File: src/dtia_pkg.sv
`timescale 1ns / 1ps
`default_nettype none
// ----------------------------------------------------------------------------
// dtia_pkg
// Opcodes, register addresses and delay-line stage positions for the
// dual timer interrupt adapter.
// ----------------------------------------------------------------------------
package dtia_pkg;

	typedef enum logic [2:0] {
		OP_TICK  = 3'd0,
		OP_READ  = 3'd1,
		OP_WRITE = 3'd2,
		OP_FLAG  = 3'd3,
		OP_ALARM = 3'd4
	} op_t;

	typedef enum logic [3:0] {
		REG_PRA   = 4'h0,
		REG_PRB   = 4'h1,
		REG_DDRA  = 4'h2,
		REG_DDRB  = 4'h3,
		REG_TALO  = 4'h4,
		REG_TAHI  = 4'h5,
		REG_TBLO  = 4'h6,
		REG_TBHI  = 4'h7,
		REG_TOD0  = 4'h8,
		REG_TOD1  = 4'h9,
		REG_TOD2  = 4'hA,
		REG_TOD3  = 4'hB,
		REG_SDR   = 4'hC,
		REG_ICR   = 4'hD,
		REG_CRA   = 4'hE,
		REG_CRB   = 4'hF
	} reg_addr_t;

	localparam int PIPE_W = 40;

	// Positions of the stages in the timing delay line.
	localparam int S_CA0 = 0;
	localparam int S_CA1 = 1;
	localparam int S_CA2 = 2;
	localparam int S_CA3 = 3;
	localparam int S_CB0 = 4;
	localparam int S_CB1 = 5;
	localparam int S_CB2 = 6;
	localparam int S_CB3 = 7;
	localparam int S_LA0 = 8;
	localparam int S_LA1 = 9;
	localparam int S_LA2 = 10;
	localparam int S_LB0 = 11;
	localparam int S_LB1 = 12;
	localparam int S_LB2 = 13;
	localparam int S_P6L0 = 14;
	localparam int S_P6L1 = 15;
	localparam int S_P7L0 = 16;
	localparam int S_P7L1 = 17;
	localparam int S_IRQ0 = 18;
	localparam int S_IRQ1 = 19;
	localparam int S_OSA = 20;
	localparam int S_OSB = 21;
	localparam int S_RD0 = 22;
	localparam int S_CLR0 = 24;
	localparam int S_CLR1 = 25;
	localparam int S_CLR2 = 26;
	localparam int S_SET0 = 27;
	localparam int S_SET1 = 28;
	localparam int S_ALM0 = 29;
	localparam int S_SI0 = 30;
	localparam int S_SI2 = 32;
	localparam int S_SL0 = 33;
	localparam int S_SL1 = 34;
	localparam int S_SC0 = 35;
	localparam int S_SC1 = 36;
	localparam int S_SC2 = 37;

	localparam logic [PIPE_W-1:0] ONE = {{(PIPE_W-1){1'b0}}, 1'b1};

	// Stages that are loaded directly and never shifted into.
	localparam logic [PIPE_W-1:0] FIRST_STAGES =
		(ONE << S_CA0) | (ONE << S_CB0) | (ONE << S_LA0) | (ONE << S_LB0) |
		(ONE << S_P6L0) | (ONE << S_P7L0) | (ONE << S_IRQ0) | (ONE << S_OSA) |
		(ONE << S_OSB) | (ONE << S_RD0) | (ONE << S_CLR0) | (ONE << S_SET0) |
		(ONE << S_ALM0) | (ONE << S_SI0) | (ONE << S_SL0) | (ONE << S_SC0);

	localparam logic [PIPE_W-1:0] SHIFT_MASK = ~FIRST_STAGES;

endpackage
`default_nettype wire

File: src/dual_timer_interrupt_adapter.sv
`timescale 1ns / 1ps
`default_nettype none
// ----------------------------------------------------------------------------
// dual_timer_interrupt_adapter
// Two interval timers, serial shift counter and interrupt control in the
// manner of a classic complex interface adapter.
// ----------------------------------------------------------------------------
// Usage: every input beat is one bus event: a clock tick, a register read,
// a register write, a falling edge on the flag pin or a time-of-day alarm.
// Each input beat produces exactly one output beat carrying the read data
// (zero unless the beat was a read), the port A and B drive values and the
// active-low interrupt line, all showing the state after the event.
// The whole event is evaluated combinationally between the state registers and
// the output register, so the output beat is valid in the cycle after the
// input beat is accepted, and one beat per cycle is sustained while the receiver takes each result.
// in_ready stays high whenever the output register is empty or is being
// emptied in the same cycle, so a stalled receiver holds back new beats only
// while its one pending result is still waiting.
// After reset both counters are zero, both reload latches hold all ones,
// every control, flag, mask, port and direction register is zero, the
// timing delay line is empty and the interrupt line is released.
// ----------------------------------------------------------------------------
module dual_timer_interrupt_adapter
	import dtia_pkg::*;
(
	input  wire logic       clk,
	input  wire logic       arst_n,
	input  wire logic       in_valid,
	output logic            in_ready,
	input  wire logic [2:0] op,
	input  wire logic [3:0] addr,
	input  wire logic [7:0] wdata,
	input  wire logic [7:0] port_a_pins,
	input  wire logic [7:0] port_b_pins,
	output logic            out_valid,
	input  wire logic       out_ready,
	output logic [7:0]      rdata,
	output logic [7:0]      port_a_drive,
	output logic [7:0]      port_b_drive,
	output logic            irq_n
);

	// Architectural state.
	logic [15:0]       count_a_q, reload_a_q, count_b_q, reload_b_q;
	logic [PIPE_W-1:0] pipe_q, feed_q;
	logic [7:0]        cra_q, crb_q, flags_q;
	logic [4:0]        mask_q;
	// Timer output bits: index 0 is port B bit 6, index 1 is bit 7.
	logic [1:0]        pb_en_q, pb_lvl_q, pb_tog_q;
	logic [7:0]        pa_latch_q, pb_latch_q, dir_a_q, dir_b_q, sdr_q;
	logic [3:0]        sbits_q;
	logic              irq_line_q;

	// Next-state values.
	logic [15:0]       count_a_d, reload_a_d, count_b_d, reload_b_d;
	logic [PIPE_W-1:0] pipe_d, feed_d;
	logic [7:0]        cra_d, crb_d, flags_d;
	logic [4:0]        mask_d;
	logic [1:0]        pb_en_d, pb_lvl_d, pb_tog_d;
	logic [7:0]        pa_latch_d, pb_latch_d, dir_a_d, dir_b_d, sdr_d;
	logic [3:0]        sbits_d;
	logic              irq_line_d;
	logic [7:0]        rdata_d, drv_a_d, drv_b_d;

	logic accept;
	assign in_ready = !out_valid || out_ready;
	assign accept   = in_valid && in_ready;

	// Current port B drive, used by port B reads.
	logic [7:0] drv_b_cur;
	always_comb begin
		drv_b_cur = pb_latch_q | ~dir_b_q;
		drv_b_cur[7:6] = (drv_b_cur[7:6] & ~pb_en_q) | (pb_lvl_q & pb_en_q);
	end

	always_comb begin
		logic [PIPE_W-1:0] d, f;
		logic              a_out, b_out;
		logic [4:0]        mnew;
		logic [1:0]        e;
		count_a_d  = count_a_q;
		reload_a_d = reload_a_q;
		count_b_d  = count_b_q;
		reload_b_d = reload_b_q;
		pipe_d     = pipe_q;
		feed_d     = feed_q;
		cra_d      = cra_q;
		crb_d      = crb_q;
		flags_d    = flags_q;
		mask_d     = mask_q;
		pb_en_d    = pb_en_q;
		pb_lvl_d   = pb_lvl_q;
		pb_tog_d   = pb_tog_q;
		pa_latch_d = pa_latch_q;
		pb_latch_d = pb_latch_q;
		dir_a_d    = dir_a_q;
		dir_b_d    = dir_b_q;
		sdr_d      = sdr_q;
		sbits_d    = sbits_q;
		irq_line_d = irq_line_q;
		rdata_d    = '0;
		d     = pipe_q;
		f     = feed_q;
		a_out = 1'b0;
		b_out = 1'b0;
		mnew  = mask_q;
		e     = '0;

		case (op)
			OP_TICK: begin
				// Timer A.
				if (d[S_CA3]) count_a_d = count_a_d - 16'd1;
				a_out = (count_a_d == 16'd0) && d[S_CA2];
				if (a_out) begin
					if (d[S_OSA] || f[S_OSA]) begin
						cra_d[0] = 1'b0;
						d[S_CA2] = 1'b0;
						d[S_CA1] = 1'b0;
						d[S_CA0] = 1'b0;
						f[S_CA0] = 1'b0;
					end
					// Cascade: B counts A underflows (CNT is held high).
					if (crb_q[6] && crb_q[0]) d[S_CB1] = 1'b1;
					d[S_LA1] = 1'b1;
				end
				if (d[S_LA1]) begin
					count_a_d = reload_a_q;
					d[S_CA2] = 1'b0;
				end

				// Timer B.
				if (d[S_CB3]) count_b_d = count_b_d - 16'd1;
				b_out = (count_b_d == 16'd0) && d[S_CB2];
				if (b_out) begin
					if (d[S_OSB] || f[S_OSB]) begin
						crb_d[0] = 1'b0;
						d[S_CB2] = 1'b0;
						d[S_CB1] = 1'b0;
						d[S_CB0] = 1'b0;
						f[S_CB0] = 1'b0;
					end
					d[S_LB1] = 1'b1;
				end
				if (d[S_LB1]) begin
					count_b_d = reload_b_q;
					d[S_CB2] = 1'b0;
				end

				// Serial shift counter clocked by timer A underflows.
				if (a_out && cra_q[6]) begin
					if (sbits_d != 4'd0) begin
						f[S_SC0] = ~f[S_SC0];
					end else if (d[S_SL1]) begin
						d[S_SL1] = 1'b0;
						d[S_SL0] = 1'b0;
						f[S_SL0] = 1'b0;
						sbits_d  = 4'd8;
						f[S_SC0] = ~f[S_SC0];
					end
				end
				if (sbits_d != 4'd0) begin
					e = {d[S_SC2], d[S_SC1]};
					if (e == 2'b01) begin
						if (sbits_d == 4'd1) d[S_SI0] = 1'b1;
					end else if (e == 2'b10) begin
						sbits_d = sbits_d - 4'd1;
					end
				end

				// Port B timer outputs.
				if (a_out) begin
					pb_tog_d[0] = ~pb_tog_d[0];
					if (cra_q[1]) begin
						if (!cra_q[2]) begin
							pb_lvl_d[0] = 1'b1;
							d[S_P6L0] = 1'b1;
							d[S_P6L1] = 1'b0;
						end else begin
							pb_lvl_d[0] = ~pb_lvl_d[0];
						end
					end
				end
				if (b_out) begin
					pb_tog_d[1] = ~pb_tog_d[1];
					if (crb_q[1]) begin
						if (!crb_q[2]) begin
							pb_lvl_d[1] = 1'b1;
							d[S_P7L0] = 1'b1;
							d[S_P7L1] = 1'b0;
						end else begin
							pb_lvl_d[1] = ~pb_lvl_d[1];
						end
					end
				end
				if (d[S_P6L1]) pb_lvl_d[0] = 1'b0;
				if (d[S_P7L1]) pb_lvl_d[1] = 1'b0;

				// Interrupt sources.
				if (a_out) flags_d[0] = 1'b1;
				if (b_out && !d[S_RD0]) flags_d[1] = 1'b1;
				if ((a_out && mask_q[0]) || (b_out && mask_q[1])) begin
					d[S_IRQ0] = 1'b1;
					d[S_SET0] = 1'b1;
				end
				if (d[S_ALM0]) begin
					flags_d[2] = 1'b1;
					if (mask_q[2]) begin
						d[S_IRQ0] = 1'b1;
						d[S_SET0] = 1'b1;
					end
				end
				if (d[S_SI2]) begin
					flags_d[3] = 1'b1;
					if (mask_q[3]) begin
						d[S_IRQ0] = 1'b1;
						d[S_SET0] = 1'b1;
					end
				end
				if (d[S_CLR1]) flags_d[7] = 1'b0;
				if (d[S_SET1]) flags_d[7] = 1'b1;
				if (d[S_IRQ1]) irq_line_d = 1'b0;

				feed_d = f;
				pipe_d = ((d << 1) & SHIFT_MASK) | f;
			end

			OP_READ: begin
				case (addr)
					REG_PRA:  rdata_d = (pa_latch_q | ~dir_a_q) & port_a_pins;
					REG_PRB:  rdata_d = drv_b_cur & port_b_pins;
					REG_DDRA: rdata_d = dir_a_q;
					REG_DDRB: rdata_d = dir_b_q;
					REG_TALO: rdata_d = count_a_q[7:0];
					REG_TAHI: rdata_d = count_a_q[15:8];
					REG_TBLO: rdata_d = count_b_q[7:0];
					REG_TBHI: rdata_d = count_b_q[15:8];
					REG_SDR:  rdata_d = sdr_q;
					REG_ICR: begin
						// Reading the flags acknowledges them.
						rdata_d = flags_q;
						irq_line_d = 1'b1;
						pipe_d[S_IRQ0] = 1'b0;
						pipe_d[S_IRQ1] = 1'b0;
						flags_d = flags_q & 8'h80;
						pipe_d[S_CLR0] = 1'b1;
						pipe_d[S_RD0] = 1'b1;
					end
					REG_CRA:  rdata_d = cra_q & 8'hEF;
					REG_CRB:  rdata_d = crb_q & 8'hEF;
					default:  rdata_d = '0;
				endcase
			end

			OP_WRITE: begin
				case (addr)
					REG_PRA:  pa_latch_d = wdata;
					REG_PRB:  pb_latch_d = wdata;
					REG_DDRA: dir_a_d = wdata;
					REG_DDRB: dir_b_d = wdata;
					REG_TALO: begin
						reload_a_d[7:0] = wdata;
						if (pipe_q[S_LA2]) count_a_d[7:0] = wdata;
					end
					REG_TAHI: begin
						reload_a_d[15:8] = wdata;
						if (pipe_q[S_LA2]) count_a_d[15:8] = wdata;
						if (!cra_q[0]) pipe_d[S_LA0] = 1'b1;
					end
					REG_TBLO: begin
						reload_b_d[7:0] = wdata;
						if (pipe_q[S_LB2]) count_b_d[7:0] = wdata;
					end
					REG_TBHI: begin
						reload_b_d[15:8] = wdata;
						if (pipe_q[S_LB2]) count_b_d[15:8] = wdata;
						if (!crb_q[0]) pipe_d[S_LB0] = 1'b1;
					end
					REG_SDR: begin
						sdr_d = wdata;
						pipe_d[S_SL0] = 1'b1;
						feed_d[S_SL0] = 1'b1;
					end
					REG_ICR: begin
						if (wdata[7]) mnew = mask_q | wdata[4:0];
						else mnew = mask_q & ~wdata[4:0];
						mask_d = mnew;
						if (((mnew & flags_q[4:0]) != 5'd0) && irq_line_q) begin
							pipe_d[S_IRQ0] = 1'b1;
							pipe_d[S_SET0] = 1'b1;
						end else if (pipe_q[S_CLR2]) begin
							pipe_d[S_IRQ1] = 1'b0;
							pipe_d[S_SET1] = 1'b0;
						end
					end
					REG_CRA: begin
						if (wdata[0]) begin
							pipe_d[S_CA1] = 1'b1;
							pipe_d[S_CA0] = 1'b1;
							feed_d[S_CA0] = 1'b1;
							if (!cra_q[0]) pb_tog_d[0] = 1'b1;
						end else begin
							pipe_d[S_CA1] = 1'b0;
							pipe_d[S_CA0] = 1'b0;
							feed_d[S_CA0] = 1'b0;
						end
						if (wdata[1]) begin
							pb_en_d[0] = 1'b1;
							if (!wdata[2]) pb_lvl_d[0] = pipe_q[S_P6L1];
							else pb_lvl_d[0] = pb_tog_d[0];
						end else begin
							pb_en_d[0] = 1'b0;
						end
						feed_d[S_OSA] = wdata[3];
						if (wdata[4]) pipe_d[S_LA0] = 1'b1;
						if (wdata[5]) begin
							pipe_d[S_CA1] = 1'b0;
							pipe_d[S_CA0] = 1'b0;
							feed_d[S_CA0] = 1'b0;
						end
						// Changing the serial direction aborts any transfer.
						if (wdata[6] != cra_q[6]) begin
							pipe_d[S_SL0] = 1'b0;
							pipe_d[S_SL1] = 1'b0;
							pipe_d[S_SC0] = 1'b0;
							pipe_d[S_SC1] = 1'b0;
							pipe_d[S_SC2] = 1'b0;
							feed_d[S_SL0] = 1'b0;
							feed_d[S_SC0] = 1'b0;
							sbits_d = 4'd0;
						end
						cra_d = wdata;
					end
					REG_CRB: begin
						if (wdata[0]) begin
							pipe_d[S_CB1] = 1'b1;
							pipe_d[S_CB0] = 1'b1;
							feed_d[S_CB0] = 1'b1;
							if (!crb_q[0]) pb_tog_d[1] = 1'b1;
						end else begin
							pipe_d[S_CB1] = 1'b0;
							pipe_d[S_CB0] = 1'b0;
							feed_d[S_CB0] = 1'b0;
						end
						if (wdata[1]) begin
							pb_en_d[1] = 1'b1;
							if (!wdata[2]) pb_lvl_d[1] = pipe_q[S_P7L1];
							else pb_lvl_d[1] = pb_tog_d[1];
						end else begin
							pb_en_d[1] = 1'b0;
						end
						feed_d[S_OSB] = wdata[3];
						if (wdata[4]) pipe_d[S_LB0] = 1'b1;
						if (wdata[5] || wdata[6]) begin
							pipe_d[S_CB1] = 1'b0;
							pipe_d[S_CB0] = 1'b0;
							feed_d[S_CB0] = 1'b0;
						end
						crb_d = wdata;
					end
					default: ;
				endcase
			end

			OP_FLAG: begin
				flags_d[4] = 1'b1;
				if (mask_q[4]) begin
					irq_line_d = 1'b0;
					flags_d[7] = 1'b1;
				end
			end

			OP_ALARM: pipe_d[S_ALM0] = 1'b1;

			default: ;
		endcase

		drv_a_d = pa_latch_d | ~dir_a_d;
		drv_b_d = pb_latch_d | ~dir_b_d;
		drv_b_d[7:6] = (drv_b_d[7:6] & ~pb_en_d) | (pb_lvl_d & pb_en_d);
	end

	// State registers advance once per accepted beat.
	always_ff @(posedge clk or negedge arst_n) begin
		if (!arst_n) begin
			count_a_q  <= '0;
			reload_a_q <= '1;
			count_b_q  <= '0;
			reload_b_q <= '1;
			pipe_q     <= '0;
			feed_q     <= '0;
			cra_q      <= '0;
			crb_q      <= '0;
			flags_q    <= '0;
			mask_q     <= '0;
			pb_en_q    <= '0;
			pb_lvl_q   <= '0;
			pb_tog_q   <= '0;
			pa_latch_q <= '0;
			pb_latch_q <= '0;
			dir_a_q    <= '0;
			dir_b_q    <= '0;
			sdr_q      <= '0;
			sbits_q    <= '0;
			irq_line_q <= 1'b1;
		end else if (accept) begin
			count_a_q  <= count_a_d;
			reload_a_q <= reload_a_d;
			count_b_q  <= count_b_d;
			reload_b_q <= reload_b_d;
			pipe_q     <= pipe_d;
			feed_q     <= feed_d;
			cra_q      <= cra_d;
			crb_q      <= crb_d;
			flags_q    <= flags_d;
			mask_q     <= mask_d;
			pb_en_q    <= pb_en_d;
			pb_lvl_q   <= pb_lvl_d;
			pb_tog_q   <= pb_tog_d;
			pa_latch_q <= pa_latch_d;
			pb_latch_q <= pb_latch_d;
			dir_a_q    <= dir_a_d;
			dir_b_q    <= dir_b_d;
			sdr_q      <= sdr_d;
			sbits_q    <= sbits_d;
			irq_line_q <= irq_line_d;
		end
	end

	// Output register.
	logic out_valid_q;
	always_ff @(posedge clk or negedge arst_n) begin
		if (!arst_n) begin
			out_valid_q <= 1'b0;
		end else if (accept) begin
			out_valid_q <= 1'b1;
		end else if (out_ready) begin
			out_valid_q <= 1'b0;
		end
	end

	logic [7:0] rdata_q, drv_a_q, drv_b_q;
	logic       irq_n_q;
	always_ff @(posedge clk) begin
		if (accept) begin
			rdata_q <= rdata_d;
			drv_a_q <= drv_a_d;
			drv_b_q <= drv_b_d;
			irq_n_q <= irq_line_d;
		end
	end

	assign out_valid    = out_valid_q;
	assign rdata        = rdata_q;
	assign port_a_drive = drv_a_q;
	assign port_b_drive = drv_b_q;
	assign irq_n        = irq_n_q;

endmodule
`default_nettype wire

File: config.mk
export PLATFORM = sky130hd
export DESIGN_NAME = dual_timer_interrupt_adapter
export DESIGN_NICKNAME = d
export VERILOG_FILES = /design/src/dtia_pkg.sv /design/src/dual_timer_interrupt_adapter.sv
export SDC_FILE = /design/constraint.sdc
export NUM_CORES = 1
export LEC_CHECK = 0
export ABC_AREA = 1
export BUFFER_PORTS_ARGS = -buffer_cell sky130_fd_sc_hd__buf_2
export CORE_MARGIN = 5
export CORE_UTILIZATION = 46
export CTS_CLUSTER_DIAMETER = 40
export CTS_CLUSTER_SIZE = 40
export DETAILED_ROUTE_END_ITERATION = 8
export GPL_TIMING_DRIVEN = 1
export SYNTH_ARGS = -nofsm -noshare
export SYNTH_HDL_FRONTEND = slang
export SYNTH_SLANG_ARGS = --single-unit
File: constraint.sdc
create_clock -name clk -period 4.6 [get_ports clk]
set_clock_uncertainty 0.15 [all_clocks]
set_input_delay 0.69 -clock clk [delete_from_list [all_inputs] [get_ports clk]]
set_output_delay 0.69 -clock clk [all_outputs]
set_load 0.02 [all_outputs]
# Word-level counts from Yosys, hierarchy flattened
# Index checks and enable logic that the tools add are counted.
# W data, S select, Z words.
dict set report word_totals {
  in_bits 35
  elab_cells 389
  regBits 212
}
dict set report classes {
  reduce_logical 65
  add_sub_neg 3
  bitwise 29
  n_eq_ne 50
  muxes 188
}
# op n
set op_table {}
lappend op_table {{$mux W8} 14}
lappend op_table {{$mux W1} 101}
lappend op_table {{$mux W16} 6}
lappend op_table {{$pmux W8 S12} 1}
lappend op_table {{$pmux W16 S2} 2}
lappend op_table {{$reduce_and A4 Y1} 13}
lappend op_table {{$mux W4} 10}
lappend op_table {{$or A38 B36 Y38} 1}
lappend op_table {{$reduce_and A3 Y1} 12}
lappend op_table {{$reduce_and A5 Y1} 7}
lappend op_table {{$logic_not A16 Y1} 2}
lappend op_table {{$mux W2} 16}
lappend op_table {{$not A8 Y8} 4}
lappend op_table {{$or A8 B8 Y8} 4}
lappend op_table {{$pmux W1 S2} 16}
lappend op_table {{$sub A16 B1 Y16 const B} 2}
lappend op_table {{$ne A2 B2 Y1 const B} 14}
lappend op_table {{$mux W5} 5}
lappend op_table {{$pmux W2 S2} 5}
lappend op_table {{$mux W3} 6}
lappend op_table {{$ne A3 B3 Y1 const B} 6}
lappend op_table {{$and A8 B8 Y8} 2}
lappend op_table {{$eq A4 B3 Y1 const B} 4}
lappend op_table {{$eq A4 B4 Y1 const B} 4}
lappend op_table {{33 further kinds} 78}

# Longest topological paths before layout
dict set report logic_depth {
  ltp_word 15
  mapped_depth 19
}

# Worst setup path before layout
# Ideal clock, no wire load.
dict set report synth_path {
  kind {input port to flip-flop}
  startpoint {in out_ready}
  endpoint {reg irq_n_q, in the netlist irq_n (enable)}
  setup_slack_ns 1.847
  stages 6
  setup_ns 0.397
  arrival_ns 2.205
  required_ns 4.053
  cell_sequence {inv_1 nand2_1 nand2_1 clkbuf_1 inv_1 clkbuf_1}
}
dict set report synth_via {
  elab_chain_cells 2
}
# item line
set synth_lines {}
lappend synth_lines {{from (decl)} dual_timer_interrupt_adapter.sv:36} ;# input wire logic out_ready,
lappend synth_lines {{$logic_or A1 B1 Y1} dual_timer_interrupt_adapter.sv:66} ;# assign in_ready = !out_valid || out_ready;
lappend synth_lines {{named net in_ready} dual_timer_interrupt_adapter.sv:29} ;# output logic in_ready,
lappend synth_lines {{$logic_and A1 B1 Y1} dual_timer_interrupt_adapter.sv:67} ;# assign accept = in_valid && in_ready;
lappend synth_lines {{named net accept} dual_timer_interrupt_adapter.sv:65} ;# logic accept;
lappend synth_lines {{to (signal assigned)} dual_timer_interrupt_adapter.sv:448} ;# irq_n_q <= irq_line_d;
lappend synth_lines {{to (decl)} dual_timer_interrupt_adapter.sv:442} ;# logic irq_n_q;
# The timed path passes the listed nets, and every way through them passes these cells.
# A chain may end at the register's enable or synchronous reset.

# Worst setup path after layout
dict set report layout_path {
  startpoint {reg count_a_q[0]}
  endpoint {reg count_a_q[5]}
}
dict set report layout_via {
  elab_chain_cells 9
}
# item line
set layout_lines {}
lappend layout_lines {{from (decl)} dual_timer_interrupt_adapter.sv:44} ;# logic [15:0] count_a_q, reload_a_q, count_b_q, reload_b_q;
lappend layout_lines {{from (signal assigned)} dual_timer_interrupt_adapter.sv:406} ;# count_a_q <= count_a_d;
lappend layout_lines {{$sub A16 B1 Y16} dual_timer_interrupt_adapter.sv:112} ;# if (d[S_CA3]) count_a_d = count_a_d - 16'd1;
lappend layout_lines {{$mux W16 (*)} dual_timer_interrupt_adapter.sv:112}
lappend layout_lines {{$mux W16 (*)} dual_timer_interrupt_adapter.sv:109} ;# case (op)
lappend layout_lines {{$logic_not A16 Y1} dual_timer_interrupt_adapter.sv:113} ;# a_out = (count_a_d == 16'd0) && d[S_CA2];
lappend layout_lines {{$logic_and A1 B1 Y1} dual_timer_interrupt_adapter.sv:113}
lappend layout_lines {{$mux W1} dual_timer_interrupt_adapter.sv:114} ;# if (a_out) begin
lappend layout_lines {{$mux W1} dual_timer_interrupt_adapter.sv:109}
lappend layout_lines {{$mux W16 (*)} dual_timer_interrupt_adapter.sv:126} ;# if (d[S_LA1]) begin
lappend layout_lines {{$pmux W16 S2 (*)} dual_timer_interrupt_adapter.sv:109}
# Mark *: on every way between the ends. The rest lies on a longest branch, timed or not. The select of a mux whose other input is x is not followed.

==> reports/metrics.cfg <==
[sta]
fin_crit_ns=3.32
hold_viol=0
drv_slew=0
holdWs_ns=0.0606
rsz0062_at_grt=no
setup_violations=0
finalSetupTns_ns=0
maxSlewHeadroom_pct=29.9
worst_pin_slew_ns=1.05
fmax_ghz=0.301
fin_crit_sh_pct=72.1

[clock_tree]
cts_tree=built
cts_made_buffers=17
root_buffer=clkbuf_16
clk-insertion-delay-late_ns=0.45
clock-sinks=197
cts_htree_levels=4
clockBufferDepth=2
post-cts-setup-buffers=0
clkTransAtPathRegs_ns=0.08
ctsResizeCount=0
ctsHoldBuffers=0

[floorplan]
core_sq_mm=0.0235
die_area_sq_mm=0.0270
num_rows=56
ios=62
fp.dieW_um=164
fp.dieH_um=164
initial_utilization_pct=46.7

[synthesis]
ys_seq_area_share_pct=46.5
synth_nets=1442
ys_warn_count=0
syn_area_sq_mm=0.0110
ys_top_cells_by_area=dfrtp_1 32%, nand2_1 11%, o21ai_0 8.7%, dfstp_2 7.9%, edfxtp_1 6.8%
async_flop_share_pct=87.3
netlist_instances=1403
syn_avg_cell_area_sq_um=7.81
synth_top_area_share_pct=31.7
yosysTopAreaCell=dfrtp_1
synth_edf_count=25
ys_ff_latch=197
synthFlopType=dfrtp_1
yosysUniqueCellTypes=51

[cells_and_area]
final_nets=1492
drive_above_1_share_pct=15.4
area_growth_pct=11.0
diodes=0

[global_route]
grt_pass1_wl_um=55600
met1_usage_pct=37.8
grt_usage_pct=27.1
antenna_found_initial=0
grt_overflow=0
grt_use_met2_pct=42.3
busiest_layer=met2
grt_max_degree=79
first_global_vias=9535
met3_usage_pct=5.97

[placed_design]
dpl.hpwl_um=25800
io_buffers=61
place.gp.congestion=0.935

[run_status]
status=finished, final reports clean

[pwr]
p_leak_nw=5.36
ir_worst_vdd_v=0.000230
power.density_mw_per_mm2=461

[detailed_routing]
drt-initial-drc-count=966
drt_wl_total_um=35400
wl_per_cell_um=19.9
antenna_left=0
viasPerCell=5.63
post-route-drc-count=0
vias=10056
first_pass_iters=6

[worst_setup_path]
cp-start-kind=flip-flop
slowest_stage=nor2_2
path_class=flip-flop to flip-flop
worstPathMaxFanout=17
cpPeakStageDelay_ns=0.53
crit_family=simple AND/OR/NAND/NOR gates
worstPathArrival_ns=3.54
crit_buf_inv=4
cp_cell_sequence=inv_2, ha_1, nand3_2, nor2_4, nand3_1, inv_1, nand3b_1, nand2_1, inv_2, nand3_2, nor2_4, nor2_2, buf_4, nor2_1, nor2_1, o21ai_0, a22oi_1
endpoint_kind=flip-flop
crit_required_ns=4.82

[run]
maxCapViolCount=0

[worst_hold_path]
hold_path_class=primary input to asynchronous set/reset pin

## registers in the layout, summed over array words and instances (netlist names), 16 cells and up
signal and cells:
reload_b_q 16, count_a_q 16, reload_a_q 16, count_b_q 16, pipe_q 31
## cells in the mapped netlist, types with 3 or more instances
master,number
nand2_1,319
o21ai_0,190
nor2_1,160
inv_1,158
dfrtp_1,139
nand3_1,64
a21oi_1,37
dfstp_2,33
o22ai_1,28
clkbuf_1,27
edfxtp_1,25
inv_2,17
o211ai_2,17
a22oi_1,15
nand2_2,13
a21oi_2,12
a221oi_1,11
nand4_1,11
nor3_1,11
nor2_2,10
o211ai_1,10
nor2_4,9
xor2_1,9
o21ai_1,8
mux2i_1,7
buf_6,6
a31oi_1,5
nand3_2,5
buf_2,4
clkinv_1,4
ha_1,4
o2111ai_1,4
a22o_1,3
buf_1,3
nand3b_1,3
o21bai_1,3
## worst paths after layout
kind	start	endpoint	slack (ns)	cells past startpoint
hold reg to reg	pipe_q[11]	pipe_q[12]	0.34	2
setup / recovery	count_a_q[0]	count_a_q[5]	1.28	17
hold / removal	arst_n	count_b_q[9]	0.06	1
setup reg to reg	count_a_q[0]	count_a_q[5]	1.28	17
min in group clk	pipe_q[11]	pipe_q[12]	0.34	2
max in group asynchronous	arst_n	reload_a_q[11]	3.27	2
## cell usage in the layout (no fill, tap or decap), types with 4 or more instances in the layout
cell type and n:
nand2_1 319, o21ai_0 190, nor2_1 160, inv_1 157, dfrtp_1 139, nand3_1 64
buf_2 60, a21oi_1 37, dfstp_2 33, o22ai_1 28, edfxtp_1 25, inv_2 18
o211ai_2 17, clkbuf_16 17, a22oi_1 15, nand2_2 13, a21oi_2 12, nand4_1 11
nor3_1 11, a221oi_1 11, nor2_2 10, o211ai_1 10, buf_4 10, nor2_4 9
xor2_1 9, o21ai_1 8, mux2i_1 7, clkinv_8 7, nand3_2 5, a31oi_1 5
clkinv_1 4, o2111ai_1 4, ha_1 4
## layout make-up
type	count	area, sq um
well taps	319	399
clock buffers	17	425
fillers	2284	11300
repair buffers	72	407
inverters	179	672
clock inverters	15	186
multi-input cells	986	4980
flip-flops and latches	197	5100
## cells by family (layout without fill, tap and decap cells)
| kind of cell | Yosys count | after routing | synth area share (%) |
|---|---|---|---|
| multiplexers | 7 | 7 | 0.639 |
| XOR/XNOR | 10 | 10 | 0.799 |
| AO/OA/AOI/OAI | 354 | 354 | 19.7 |
| flip-flops | 197 | 197 | 46.5 |
| buffers and inverters | 220 | 283 | 8.03 |
| AND/OR/NAND/NOR | 611 | 611 | 23.8 |
| adder cells (fa/ha/maj) | 4 | 4 | 0.457 |
## routing by layer
layer,wire [um],vias to the layer above
li1,-,4783
met1,15600,4822
met2,16300,387
met3,2640,64
met4,969,0
met5,0,-
## where the power goes
part / switching [mW] / internal, mW
sequential: 0.334 / 2.14
clock: 0.806 / 0.739
combinational: 1.07 / 0.527
total: 2.21 / 3.40
## through the flow
step	area, sq um	setup slack, ns	instances	power, mW	util, %
2_1_floorplan	11000	1.85	1403	3.57	-
3_3_place_gp	11600	1.32	1753	4.07	49.2
3_5_place_dp	11600	1.26	1753	4.08	49.2
6_report	12200	1.28	1785	5.62	51.8
5_1_grt	12200	0.928	1785	5.96	51.8
4_1_cts	12200	1.30	1785	5.62	51.8
Note: power is estimated with default switching activity, not from simulation.
